File: config.mk
export PLATFORM = sky130hd
export DESIGN_NAME = midi_note_duration_tracker
export DESIGN_NICKNAME = d
export VERILOG_FILES = /design/src/rtl/mndt_pkg.sv /design/src/rtl/mndt_front.sv /design/src/rtl/mndt_queue.sv /design/src/rtl/mndt_back.sv /design/src/rtl/midi_note_duration_tracker.sv
export VERILOG_INCLUDE_DIRS = /design/src /design/src/rtl
export SDC_FILE = /design/constraint.sdc
export NUM_CORES = 2
export LEC_CHECK = 0
export ABC_AREA = 1
export BUFFER_PORTS_ARGS = -buffer_cell sky130_fd_sc_hd__buf_2
export CAP_MARGIN = 10
export CORE_UTILIZATION = 55
export DETAILED_ROUTE_END_ITERATION = 8
export PLACE_DENSITY = 0.72
export SLEW_MARGIN = 20
export SYNTH_ARGS = -nofsm -noshare
export SYNTH_HDL_FRONTEND = slang
export SYNTH_SLANG_ARGS = --single-unit
File: constraint.sdc
create_clock -name clk_i -period 6.4 [get_ports clk_i]
set_clock_uncertainty 0.15 [all_clocks]
set_input_delay 0.96 -clock clk_i [delete_from_list [all_inputs] [get_ports clk_i]]
set_output_delay 0.96 -clock clk_i [all_outputs]
set_load 0.005 [all_outputs]
File: src/rtl/midi_note_duration_tracker_defines.svh
// assertion macros for the note duration tracker
// both sample on the rising edge of clk_i and are off while rst_ni is low
`ifndef MIDI_NOTE_DURATION_TRACKER_DEFINES_SVH
`define MIDI_NOTE_DURATION_TRACKER_DEFINES_SVH

// same-cycle implication
`define MNDT_ASSERT_IMP(lbl, ante, cons, msg) \
  lbl: assert property (@(posedge clk_i) disable iff (!rst_ni) (ante) |-> (cons)) \
    else $error(msg);

// next-cycle implication
`define MNDT_ASSERT_NXT(lbl, ante, cons, msg) \
  lbl: assert property (@(posedge clk_i) disable iff (!rst_ni) (ante) |=> (cons)) \
    else $error(msg);

`endif

File: src/rtl/mndt_pkg.sv
`timescale 1ns / 1ps

package mndt_pkg;

  // field widths
  localparam int unsigned ModeW   = 3;
  localparam int unsigned KindW   = 3;
  localparam int unsigned KeyW    = 7;
  localparam int unsigned VelW    = 7;
  localparam int unsigned TimeW   = 31;
  localparam int unsigned ClkW    = 32;
  localparam int unsigned DataW   = 14;
  localparam int unsigned CfgIdxW = 2;
  localparam int unsigned CfgDataW = 31;

  // queue between front and back
  localparam int unsigned QueueDepth = 2;

  // message kinds
  localparam logic [ModeW-1:0] MODE_NOTE_ON  = 3'd0;
  localparam logic [ModeW-1:0] MODE_NOTE_OFF = 3'd1;
  localparam logic [ModeW-1:0] MODE_BEND     = 3'd2;
  localparam logic [ModeW-1:0] MODE_TOUCH    = 3'd3;
  localparam logic [ModeW-1:0] MODE_CONTROL  = 3'd4;

  // result kinds
  localparam logic [KindW-1:0] KIND_APPENDED  = 3'd0;
  localparam logic [KindW-1:0] KIND_HELD      = 3'd1;
  localparam logic [KindW-1:0] KIND_MATCHED   = 3'd2;
  localparam logic [KindW-1:0] KIND_UNMATCHED = 3'd3;
  localparam logic [KindW-1:0] KIND_FULL      = 3'd4;
  localparam logic [KindW-1:0] KIND_DRUM_OFF  = 3'd5;

  // register indexes
  localparam logic [CfgIdxW-1:0] CFG_PERC_MODE    = 2'd0;
  localparam logic [CfgIdxW-1:0] CFG_RECORD_MERGE = 2'd1;
  localparam logic [CfgIdxW-1:0] CFG_PUNCH_IN     = 2'd2;
  localparam logic [CfgIdxW-1:0] CFG_LOOP_ADJUST  = 2'd3;

  // work the back end has to do for an item
  typedef enum logic [1:0] {
    OP_PUSH,
    OP_POP,
    OP_PASS
  } op_e;

  typedef struct packed {
    logic             perc_mode;
    logic             record_merge;
    logic             punch_in_enable;
    logic [TimeW-1:0] loop_adjust;
  } cfg_t;

  typedef struct packed {
    op_e              op;
    logic [KindW-1:0] kind;
    logic [KeyW-1:0]  key;
    logic [TimeW-1:0] now_time;
    logic [ClkW-1:0]  event_clock;
    logic [DataW-1:0] data_value;
  } item_t;

  typedef struct packed {
    logic empty;
    logic full;
  } q_stat_t;

endpackage

File: src/rtl/mndt_front.sv
`timescale 1ns / 1ps

module mndt_front
  import mndt_pkg::*;
(
  input  logic             in_valid_i,
  output logic             in_ready_o,
  input  logic [ModeW-1:0] mode_i,
  input  logic [KeyW-1:0]  key_i,
  input  logic [VelW-1:0]  velocity_i,
  input  logic [TimeW-1:0] now_time_i,
  input  cfg_t             cfg_i,
  input  q_stat_t          q_stat_i,
  output logic             push_o,
  output item_t            item_o
);

  // take items while the queue has room
  assign in_ready_o = !q_stat_i.full;
  assign push_o     = in_valid_i && !q_stat_i.full;

  // classify the message and build the fields that need no stack
  always_comb begin
    item_o             = '0;
    item_o.op          = OP_PASS;
    item_o.kind        = KIND_APPENDED;
    item_o.key         = key_i;
    item_o.now_time    = now_time_i;
    item_o.event_clock = {1'b0, now_time_i} - {1'b0, cfg_i.loop_adjust};
    unique case (mode_i)
      MODE_NOTE_ON, MODE_NOTE_OFF: begin
        item_o.data_value = {7'd0, velocity_i};
        if (mode_i == MODE_NOTE_ON && velocity_i != '0) begin
          // held note-on, or a plain append in drum mode
          item_o.op = cfg_i.perc_mode ? OP_PASS : OP_PUSH;
        end else if (cfg_i.perc_mode) begin
          item_o.kind = KIND_DRUM_OFF;
        end else begin
          item_o.op   = OP_POP;
          item_o.kind = KIND_UNMATCHED;
        end
      end
      MODE_BEND:    item_o.data_value = {velocity_i, key_i};
      MODE_TOUCH:   item_o.data_value = {7'd0, key_i};
      MODE_CONTROL: item_o.data_value = {7'd0, velocity_i};
      default:      item_o.data_value = '0;
    endcase
  end

endmodule

File: src/rtl/mndt_queue.sv
`timescale 1ns / 1ps

module mndt_queue
  import mndt_pkg::*;
(
  input  logic    clk_i,
  input  logic    rst_ni,
  input  logic    push_i,
  input  item_t   item_i,
  input  logic    pop_i,
  output item_t   item_o,
  output q_stat_t stat_o
);

  localparam int unsigned PtrW = (QueueDepth > 1) ? $clog2(QueueDepth) : 1;
  localparam int unsigned CntW = $clog2(QueueDepth + 1);

  item_t            slot_q [QueueDepth];
  logic [PtrW-1:0]  wr_ptr_q, wr_ptr_d;
  logic [PtrW-1:0]  rd_ptr_q, rd_ptr_d;
  logic [CntW-1:0]  cnt_q, cnt_d;

  assign stat_o.empty = (cnt_q == '0);
  assign stat_o.full  = (cnt_q == CntW'(QueueDepth));
  assign item_o       = slot_q[rd_ptr_q];

  // pointer and fill count update
  always_comb begin
    wr_ptr_d = wr_ptr_q;
    rd_ptr_d = rd_ptr_q;
    cnt_d    = cnt_q;
    if (push_i) begin
      wr_ptr_d = (wr_ptr_q == PtrW'(QueueDepth - 1)) ? '0 : wr_ptr_q + 1'b1;
    end
    if (pop_i) begin
      rd_ptr_d = (rd_ptr_q == PtrW'(QueueDepth - 1)) ? '0 : rd_ptr_q + 1'b1;
    end
    if (push_i && !pop_i) begin
      cnt_d = cnt_q + 1'b1;
    end else if (pop_i && !push_i) begin
      cnt_d = cnt_q - 1'b1;
    end
  end

  always_ff @(posedge clk_i or negedge rst_ni) begin
    if (!rst_ni) begin
      wr_ptr_q <= '0;
      rd_ptr_q <= '0;
      cnt_q    <= '0;
    end else begin
      wr_ptr_q <= wr_ptr_d;
      rd_ptr_q <= rd_ptr_d;
      cnt_q    <= cnt_d;
    end
  end

  // item storage
  always_ff @(posedge clk_i) begin
    if (push_i) begin
      slot_q[wr_ptr_q] <= item_i;
    end
  end

endmodule

File: src/rtl/mndt_back.sv
`timescale 1ns / 1ps

module mndt_back
  import mndt_pkg::*;
#(
  parameter int unsigned HELD_DEPTH = 16
) (
  input  logic             clk_i,
  input  logic             rst_ni,
  input  cfg_t             cfg_i,
  input  logic             q_valid_i,
  input  item_t            q_item_i,
  output logic             q_pop_o,
  output logic             out_valid_o,
  input  logic             out_ready_i,
  output logic [KindW-1:0] result_kind_o,
  output logic [ClkW-1:0]  event_clock_o,
  output logic [KeyW-1:0]  note_key_o,
  output logic [DataW-1:0] data_value_o,
  output logic [TimeW-1:0] duration_o,
  output logic             track_mute_o
);

  localparam int unsigned AW = (HELD_DEPTH > 1) ? $clog2(HELD_DEPTH) : 1;
  localparam int unsigned CW = $clog2(HELD_DEPTH + 1);
  localparam int unsigned EW = KeyW + TimeW;

  typedef enum logic [1:0] {
    S_IDLE,
    S_SEARCH,
    S_SHIFT,
    S_EMIT
  } state_e;

  state_e           state_q, state_d;
  logic [CW-1:0]    count_q, count_d;
  logic [AW-1:0]    ptr_q, ptr_d;
  item_t            cur_q, cur_d;
  logic [KindW-1:0] kind_q, kind_d;
  logic [TimeW-1:0] dur_q, dur_d;
  logic             mute_q, mute_d;
  logic             out_valid_q, out_valid_d;
  logic [KindW-1:0] o_kind_q, o_kind_d;
  logic [ClkW-1:0]  o_clock_q, o_clock_d;
  logic [KeyW-1:0]  o_key_q, o_key_d;
  logic [DataW-1:0] o_data_q, o_data_d;
  logic [TimeW-1:0] o_dur_q, o_dur_d;
  logic             o_mute_q, o_mute_d;

  // held-note stack memory, entry is {key, note-on time}
  logic [EW-1:0]    stack_mem [HELD_DEPTH];
  logic [EW-1:0]    rd_data_q;
  logic [AW-1:0]    rd_addr;
  logic             mem_we;
  logic [AW-1:0]    mem_waddr;
  logic [EW-1:0]    mem_wdata;

  logic [KeyW-1:0]  rd_key;
  logic [TimeW-1:0] rd_time;
  logic             mute_next;

  assign rd_key  = rd_data_q[TimeW +: KeyW];
  assign rd_time = rd_data_q[TimeW-1:0];

  // sequencer: push, or search newest to oldest then close the gap
  always_comb begin
    state_d     = state_q;
    count_d     = count_q;
    ptr_d       = ptr_q;
    cur_d       = cur_q;
    kind_d      = kind_q;
    dur_d       = dur_q;
    mute_d      = mute_q;
    out_valid_d = out_valid_q && !out_ready_i;
    o_kind_d    = o_kind_q;
    o_clock_d   = o_clock_q;
    o_key_d     = o_key_q;
    o_data_d    = o_data_q;
    o_dur_d     = o_dur_q;
    o_mute_d    = o_mute_q;
    q_pop_o     = 1'b0;
    rd_addr     = ptr_q;
    mem_we      = 1'b0;
    mem_waddr   = count_q[AW-1:0];
    mem_wdata   = {q_item_i.key, q_item_i.now_time};
    mute_next   = mute_q;

    unique case (state_q)
      S_IDLE: begin
        if (q_valid_i) begin
          q_pop_o = 1'b1;
          cur_d   = q_item_i;
          kind_d  = q_item_i.kind;
          dur_d   = '0;
          state_d = S_EMIT;
          case (q_item_i.op)
            OP_PUSH: begin
              if (count_q == CW'(HELD_DEPTH)) begin
                kind_d = KIND_FULL;
              end else begin
                mem_we  = 1'b1;
                count_d = count_q + 1'b1;
                kind_d  = KIND_HELD;
                if (!cfg_i.record_merge) begin
                  mute_d = 1'b1;
                end
              end
            end
            OP_POP: begin
              if (count_q != '0) begin
                ptr_d   = AW'(count_q - 1'b1);
                rd_addr = AW'(count_q - 1'b1);
                state_d = S_SEARCH;
              end
            end
            default: ;
          endcase
        end
      end

      // rd_data_q holds the entry at ptr_q
      S_SEARCH: begin
        if (rd_key == cur_q.key) begin
          kind_d = KIND_MATCHED;
          dur_d  = (cur_q.now_time >= rd_time) ? cur_q.now_time - rd_time : '0;
          if (CW'(ptr_q) + CW'(1) < count_q) begin
            rd_addr = AW'(CW'(ptr_q) + CW'(1));
            state_d = S_SHIFT;
          end else begin
            count_d = count_q - 1'b1;
            state_d = S_EMIT;
          end
        end else if (ptr_q == '0) begin
          state_d = S_EMIT;
        end else begin
          ptr_d   = ptr_q - 1'b1;
          rd_addr = ptr_q - 1'b1;
        end
      end

      // ptr_q is the hole, rd_data_q the entry above it
      S_SHIFT: begin
        mem_we    = 1'b1;
        mem_waddr = ptr_q;
        mem_wdata = rd_data_q;
        rd_addr   = AW'(CW'(ptr_q) + CW'(2));
        if (CW'(ptr_q) + CW'(2) < count_q) begin
          ptr_d = AW'(CW'(ptr_q) + CW'(1));
        end else begin
          count_d = count_q - 1'b1;
          state_d = S_EMIT;
        end
      end

      S_EMIT: begin
        if (!out_valid_q || out_ready_i) begin
          if (cur_q.op == OP_POP && count_q == '0 && !cfg_i.punch_in_enable) begin
            mute_next = 1'b0;
          end
          mute_d      = mute_next;
          out_valid_d = 1'b1;
          o_kind_d    = kind_q;
          o_clock_d   = cur_q.event_clock;
          o_key_d     = cur_q.key;
          o_data_d    = cur_q.data_value;
          o_dur_d     = dur_q;
          o_mute_d    = mute_next;
          state_d     = S_IDLE;
        end
      end

      default: state_d = S_IDLE;
    endcase
  end

  always_ff @(posedge clk_i or negedge rst_ni) begin
    if (!rst_ni) begin
      state_q     <= S_IDLE;
      count_q     <= '0;
      ptr_q       <= '0;
      cur_q       <= '0;
      kind_q      <= '0;
      dur_q       <= '0;
      mute_q      <= 1'b0;
      out_valid_q <= 1'b0;
      o_kind_q    <= '0;
      o_clock_q   <= '0;
      o_key_q     <= '0;
      o_data_q    <= '0;
      o_dur_q     <= '0;
      o_mute_q    <= 1'b0;
    end else begin
      state_q     <= state_d;
      count_q     <= count_d;
      ptr_q       <= ptr_d;
      cur_q       <= cur_d;
      kind_q      <= kind_d;
      dur_q       <= dur_d;
      mute_q      <= mute_d;
      out_valid_q <= out_valid_d;
      o_kind_q    <= o_kind_d;
      o_clock_q   <= o_clock_d;
      o_key_q     <= o_key_d;
      o_data_q    <= o_data_d;
      o_dur_q     <= o_dur_d;
      o_mute_q    <= o_mute_d;
    end
  end

  // single write port, one registered read port
  always_ff @(posedge clk_i) begin
    if (mem_we) begin
      stack_mem[mem_waddr] <= mem_wdata;
    end
    rd_data_q <= stack_mem[rd_addr];
  end

  assign out_valid_o   = out_valid_q;
  assign result_kind_o = o_kind_q;
  assign event_clock_o = o_clock_q;
  assign note_key_o    = o_key_q;
  assign data_value_o  = o_data_q;
  assign duration_o    = o_dur_q;
  assign track_mute_o  = o_mute_q;

endmodule

File: src/rtl/midi_note_duration_tracker.sv
`timescale 1ns / 1ps
`include "midi_note_duration_tracker_defines.svh"

// MIDI note duration tracker: one result item for every message item. A front
// end classifies each message and computes its event clock and data value, a
// two-entry queue decouples it from the back end, which keeps the held-note
// stack in a memory with one write port and one registered read port. Outside
// percussion mode, a note-off reads one stack entry per cycle from newest to
// oldest until it finds the key, then moves one entry per cycle to close the
// gap. The input accepts while the queue has room and the result register
// holds a finished item until it is taken. Configuration writes are registered
// and belong between items.
module midi_note_duration_tracker
  import mndt_pkg::*;
#(
  parameter int unsigned HELD_DEPTH = 16
) (
  input  logic                clk_i,
  input  logic                rst_ni,
  // input messages
  input  logic                s_axis_tvalid,
  output logic                s_axis_tready,
  input  logic [47:0]         s_axis_tdata,  // key, velocity, now_time, zero pad
  input  logic [ModeW-1:0]    s_axis_tuser,  // mode
  // results
  output logic                m_axis_tvalid,
  input  logic                m_axis_tready,
  output logic [87:0]         m_axis_tdata,  // event_clock, note_key, data_value,
                                             // duration, track_mute, zero pad
  output logic [KindW-1:0]    m_axis_tuser,  // result_kind
  // register writes
  input  logic                cfg_we_i,
  input  logic [CfgIdxW-1:0]  cfg_idx_i,
  input  logic [CfgDataW-1:0] cfg_data_i
);

  cfg_t             cfg_q, cfg_d;
  q_stat_t          q_stat;
  logic             q_push;
  logic             q_pop;
  item_t            q_in;
  item_t            q_out;
  logic [ClkW-1:0]  event_clock;
  logic [KeyW-1:0]  note_key;
  logic [DataW-1:0] data_value;
  logic [TimeW-1:0] duration;
  logic             track_mute;

  // register file
  always_comb begin
    cfg_d = cfg_q;
    if (cfg_we_i) begin
      unique case (cfg_idx_i)
        CFG_PERC_MODE:    cfg_d.perc_mode       = cfg_data_i[0];
        CFG_RECORD_MERGE: cfg_d.record_merge    = cfg_data_i[0];
        CFG_PUNCH_IN:     cfg_d.punch_in_enable = cfg_data_i[0];
        CFG_LOOP_ADJUST:  cfg_d.loop_adjust     = cfg_data_i;
        default: ;
      endcase
    end
  end

  always_ff @(posedge clk_i or negedge rst_ni) begin
    if (!rst_ni) begin
      cfg_q <= '0;
    end else begin
      cfg_q <= cfg_d;
    end
  end

  mndt_front u_front (
    .in_valid_i (s_axis_tvalid),
    .in_ready_o (s_axis_tready),
    .mode_i     (s_axis_tuser),
    .key_i      (s_axis_tdata[6:0]),
    .velocity_i (s_axis_tdata[13:7]),
    .now_time_i (s_axis_tdata[44:14]),
    .cfg_i      (cfg_q),
    .q_stat_i   (q_stat),
    .push_o     (q_push),
    .item_o     (q_in)
  );

  mndt_queue u_queue (
    .clk_i  (clk_i),
    .rst_ni (rst_ni),
    .push_i (q_push),
    .item_i (q_in),
    .pop_i  (q_pop),
    .item_o (q_out),
    .stat_o (q_stat)
  );

  mndt_back #(
    .HELD_DEPTH (HELD_DEPTH)
  ) u_back (
    .clk_i         (clk_i),
    .rst_ni        (rst_ni),
    .cfg_i         (cfg_q),
    .q_valid_i     (!q_stat.empty),
    .q_item_i      (q_out),
    .q_pop_o       (q_pop),
    .out_valid_o   (m_axis_tvalid),
    .out_ready_i   (m_axis_tready),
    .result_kind_o (m_axis_tuser),
    .event_clock_o (event_clock),
    .note_key_o    (note_key),
    .data_value_o  (data_value),
    .duration_o    (duration),
    .track_mute_o  (track_mute)
  );

  // result packing
  assign m_axis_tdata = {3'b000, track_mute, duration, data_value, note_key, event_clock};

  // checks
  `MNDT_ASSERT_NXT(a_accept_fills_queue, s_axis_tvalid && s_axis_tready, !q_stat.empty, "accepted item did not reach the queue")
  `MNDT_ASSERT_IMP(a_dur_only_on_match, m_axis_tvalid && m_axis_tuser != KIND_MATCHED, m_axis_tdata[83:53] == '0, "nonzero duration without a match")
  `MNDT_ASSERT_IMP(a_kind_in_range, m_axis_tvalid, m_axis_tuser <= KIND_DRUM_OFF, "result kind out of range")

endmodule

Word level (Yosys, flattened, before mapping)
Memories as Yosys holds them, arrays and structs flattened. A register that Yosys moved wholly into a read port is not among the register bits. Cells that the tools add are included.

Flip-flop bits (word level): 259. Bits in writable memories: 786. Input bits: 89. Output and inout bits: 93. Logic and storage cells: 175. Memories kept: 2.

Memories: u_back.stack_mem (words 16, bits a word 38, rd ports 1, clocked after Yosys merged registers in 1, wr ports 1, line mndt_back.sv:51) `logic [EW-1:0] stack_mem [HELD_DEPTH];`; u_queue.slot_q (words 2, bits a word 89, rd ports 1, clocked after Yosys merged registers in 0, wr ports 1, line mndt_queue.sv:18) `item_t slot_q [QueueDepth];`.

Add/subtract/negate cells: 11. Order comparisons: 3. Equal/unequal tests: 26. Muxes and demuxes: 67. Bitwise logic cells: 1. Reductions and logical operators: 40.

Operator list (count): $mux 31 (3); $pmux 31 s2 (1); $pmux 14 s3 (1); $mux 38 (1); $mux 4 (9); $mux 5 (7); $sub 31x31->32 (1); $ge 31x31->1 (1); $sub 31x31->31 (1); $mux 2 (12); $pmux 4 s3 (2); $mux 1 (20); $mux 3 (6); $pmux 5 s3 (1); $ne 2x2->1 const B (7); $reduce_and 2->1 (6); $eq 2x2->1 const B (5); $lt 5x5->1 (2); $eq 2x1->1 const B (4); $logic_not 2->1 (4); $pmux 2 s4 (1); $eq 7x7->1 (1); $logic_and 1x1->1 (7); $reduce_and 7->1 (1); other kinds (31) (44).

Depth between registers and ports, before layout
Depth in word-level cells: 7. Depth in mapped cells: 24. Gate-level depth less buffers: 22.

Hierarchy
A second synthesis with hierarchy kept.

Cell total of the unflattened synthesis: 5056. Area, all modules: 50307.0 µm².

Modules (own cells, without submodules): mndt_back (times used 1, cells an instance 3983, area an instance 39143.8 µm²); mndt_queue (times used 1, cells an instance 302, area an instance 6688.9 µm²); mndt_front (times used 1, cells an instance 607, area an instance 2952.8 µm²); midi_note_duration_tracker (times used 1, cells an instance 164, area an instance 1521.5 µm²).

Least setup slack after synthesis
OpenSTA, ideal clock, no wires.

Path type: input port to flip-flop. Start point: input s_axis_tvalid. End point: memory u_queue.slot_q[1][0] in the netlist's numbering (enable). Data arrival time: 4.735 ns. Required time: 5.714 ns. Slack: 0.979 ns. Stages: 2. Path buffers: 0. Path through: nand2_1 > nor2_1.

Word-level cells in the longest chain between the ends: 3.

RTL lines: start, declared (line midi_note_duration_tracker.sv:21) `input logic s_axis_tvalid,`; $logic_and 1x1->1 (line mndt_front.sv:20) `assign push_o = in_valid_i && !q_stat_i.full;`; $mux 1 (line mndt_queue.sv:59) `if (push_i) begin`; $mux 1 (not written as such) (line mndt_queue.sv:60) `slot_q[wr_ptr_q] <= item_i;`; end, declared (line mndt_queue.sv:18).

Every way passes these cells.

Worst setup path after layout
Start point: register u_back.ptr_q[0]. End point: register u_back.rd_data_q[0], read port of u_back.stack_mem.

Word-level cells in the longest chain between the ends: 5. Elaborated cells between the ends (all ways): 12.

RTL lines: start, declared (line mndt_back.sv:37) `logic [AW-1:0] ptr_q, ptr_d;`; start signal, assigned (line mndt_back.sv:195) `ptr_q <= ptr_d;`; $add 4x1->5 (line mndt_back.sv:126) `if (CW'(ptr_q) + CW'(1) < count_q) begin`; $lt 5x5->1 (line mndt_back.sv:126); $mux 4 (line mndt_back.sv:126); $mux 4 (line mndt_back.sv:123) `if (rd_key == cur_q.key) begin`; $pmux 4 s3 * (line mndt_back.sv:88) `unique case (state_q)`; end, declared (line mndt_back.sv:52) `logic [EW-1:0] rd_data_q;`.

Every way passes the cells marked *; elsewhere a longest branch is shown, timed or not. A chain may end at the register's enable or synchronous reset.

==> metrics.csv <==
metric;value;unit
outcome;finished, final reports clean;
maxSlewViolCount;0;
cp-start-kind;flip-flop;
setup.worst_path.end_class;flip-flop;
synth_seq_cells;1081;
synthCells;4606;
rsz0062_at_grt;no;
syn_avg_cell_area;10.4;um2
yosysWarnings;0;
drive_gt1_share;11.5;%
clkSlewWorstSetupHoldPaths;0.07;ns
relSlewSlack;16.1;%
final_nets;4914;
fin_crit_sh;77.0;%
postCtsSetupRepairBufs;0;
nFillCells;6817;
viasPerCell;5.66;
synthArstFlopShare;24.0;%
coreArea;86800;um2
cts_max_path_buffers;3;
max_stage_delay;0.60;ns
area_delta_synth_final;12.4;%
synth_top_area_share;48.9;%
hpwlAfterDp;76.7;mm
placementRows;108;
holdBufCountCts;0;
startpoint;u_back.ptr_q[0]$_DFFE_PN0P_;
die_w;298;um
cts_buffers;109;
finalCriticalPeriod;4.93;ns
start_util;55.5;%
grt_max_degree;200;
path_max_fanout;121;
cts-resized-gates;0;
drt-pass1-iter-count;6;
antenna_found_initial;5;
yosys.area.top_type;edfxtp_1;
yosys_most_used_dff;edfxtp_1;
drt_iter0_drc;3381;
drt-total-wl;126;mm
setup_tns;0;ns
cts_root_buffer;clkbuf_16;
routedWlPerCell;21.0;um
path_class;flip-flop to flip-flop;
die_h;298;um
htreeDepth;3;
synth_area_leaders;edfxtp_1, dfrtp_1, nand3_1;
crit_top_cell;nand2_1;
grt_pass1_vias;32902;
grt_pass1_wl;192;mm
r2r-start;u_back.ptr_q[0]$_DFFE_PN0P_;
setup_violations;0;
tritoncts;done;
clock_latency;0.68;ns
drv_cap;0;
worstPathArrival;5.39;ns
crit_chain;ha_1 -> or2_2 -> nand2_1 -> inv_1 -> ha_1 -> nand2_1 -> nand2_1 -> nand2_1 -> nand3_1 -> nand2_1 -> nand2_1 -> nand2_1 -> nand3_1 -> nand2_8 -> nand2_8 -> buf_4 -> nand2_1 -> nand3_1 -> nand3_1 -> nand3_1 -> nand2_1;
hold_viol;0;
syn_area;48100;um2
dieArea;88700;um2
synth_edf_count;784;
ant_nets;0;
cts_sinks;1081;
tightest_slew;1.26;ns
io-pin-count;182;
gp_congestion;0.949;
hold_path.class;input pin to async pin;
grt_usage;28.3;%
slowest_stage;nand2_8;
crit_required;6.86;ns
routed-via-count;33896;
fmax;0.203;GHz
drc;0;
antenna_cells;0;
overflow;0;
ys_types;50;
port_buffers;175;
yosysSeqAreaShare;64.0;%
-- cell usage after synthesis, drive strengths merged, types with 3 or more instances --
cell    number
xor2        36
a221oi       4
nand3b      79
mux2        83
nand3      727
nand2      937
xnor2       36
a21oi      106
nor4         6
dfxtp       38
buf        122
a21o        10
ha          82
o31ai        3
inv        588
edfxtp     784
nor2       276
clkbuf     110
a21boi       5
o21ai      121
or2          3
o211ai      14
nand4       10
dfrtp      259
o21bai      10
nor3        14
a31oi      127
-- cell families (layout without fill, tap and decap cells) --
family	count (synthesis)	after routing	share of synthesized area (%)
AO/OA/AOI/OAI	411	411	4.93
XOR/XNOR	72	72	1.31
adder cells (fa/ha/maj)	84	84	2.21
buffers and inverters	821	1051	6.87
flip-flops	1081	1081	64.0
multiplexers	83	83	1.94
other	1	3	0.00779
AND/OR/NAND/NOR	2053	2053	18.8
-- critical path, delay by kind of cell, from the launching register on --
| kind | cells | cell delay [ns] |
|---|---|---|
| AND/OR/NAND/NOR | 17 | 2.87 |
| buffers and inverters | 2 | 0.55 |
| adder cells (fa/ha/maj) | 2 | 0.58 |
| flip-flops | 1 | 0.54 |
-- per-stage QoR --
stage | instances | utilization [%] | instance area [um2] | setup WS [ns] | hold WS [ns]
global placement | 5785 | 58.1 | 50400 | 1.57 | 0.311
CTS | 5993 | 62.3 | 54100 | 1.52 | 0.185
detailed placement | 5785 | 58.1 | 50400 | 1.56 | 0.316
global route | 5993 | 62.3 | 54100 | 1.12 | 0.212
floorplan | 4608 | - | 48100 | 0.979 | 0.292
finish | 5993 | 62.3 | 54100 | 1.47 | 0.164
-- final cells by class --
type,count,area (um2),share of cell area (%)
multi-input cells,2706,14300,26.4
clock inverters,46,526,0.972
clock buffers,162,3140,5.81
well taps,1155,1450,2.67
flip-flops and latches,1081,30800,56.9
inverters,589,2220,4.10
repair buffers,254,1680,3.10
-- layout by cell type (no fill, tap or decap), types with 63 or more instances in the layout --
master	count
clkbuf_16	112
o21ai_0	120
nand3b_1	79
ha_1	82
a31oi_1	118
a21oi_1	106
buf_4	63
buf_2	174
nand2_1	928
inv_1	580
dfrtp_1	258
mux2_2	83
nor2_1	256
edfxtp_1	784
nand3_1	724
-- flip-flops by register name (all words and copies together) (netlist names) --
name / cells
u_back.track_mute_o: 1
u_back.dur_q: 31
u_back.note_key_o: 7
u_back.state_q: 2
u_queue.slot_q: 176
u_back.rd_data_q: 38
cfg_q: 34
u_back.stack_mem: 608
u_queue.wr_ptr_q: 1
u_back.cur_q: 86
u_back.kind_q: 3
u_back.count_q: 5
u_queue.rd_ptr_q: 1
u_queue.cnt_q: 2
u_back.ptr_q: 4
u_back.out_valid_o: 1
u_back.result_kind_o: 3
u_back.data_value_o: 14
u_back.event_clock_o: 32
u_back.duration_o: 31
u_back.mute_q: 1
-- final timing paths --
check	slack, ns	to	depth (start not counted)
setup / recovery	1.47	u_back.rd_data_q[0]$_DFF_P_	21
max in group asynchronous	4.47	u_back.event_clock_o[4]$_DFFE_PN0P_	2
hold / removal	0.16	u_back.ptr_q[1]$_DFFE_PN0P_	1
setup reg to reg	1.47	u_back.rd_data_q[0]$_DFF_P_	21
hold reg to reg	0.32	u_back.count_q[4]$_DFFE_PN0P_	1
min in group clk_i	0.32	u_back.count_q[4]$_DFFE_PN0P_	1
-- metal layers --
layer / track usage, % / wire length [um]
met2: 46.1 / 59700
met4: 11.3 / 5030
met1: 38.5 / 51500
met3: 4.05 / 9630
met5: 0 / 23
Power is not shown: default switching activity piles up to over one toggle a cycle in this logic, so the estimate is an artifact.
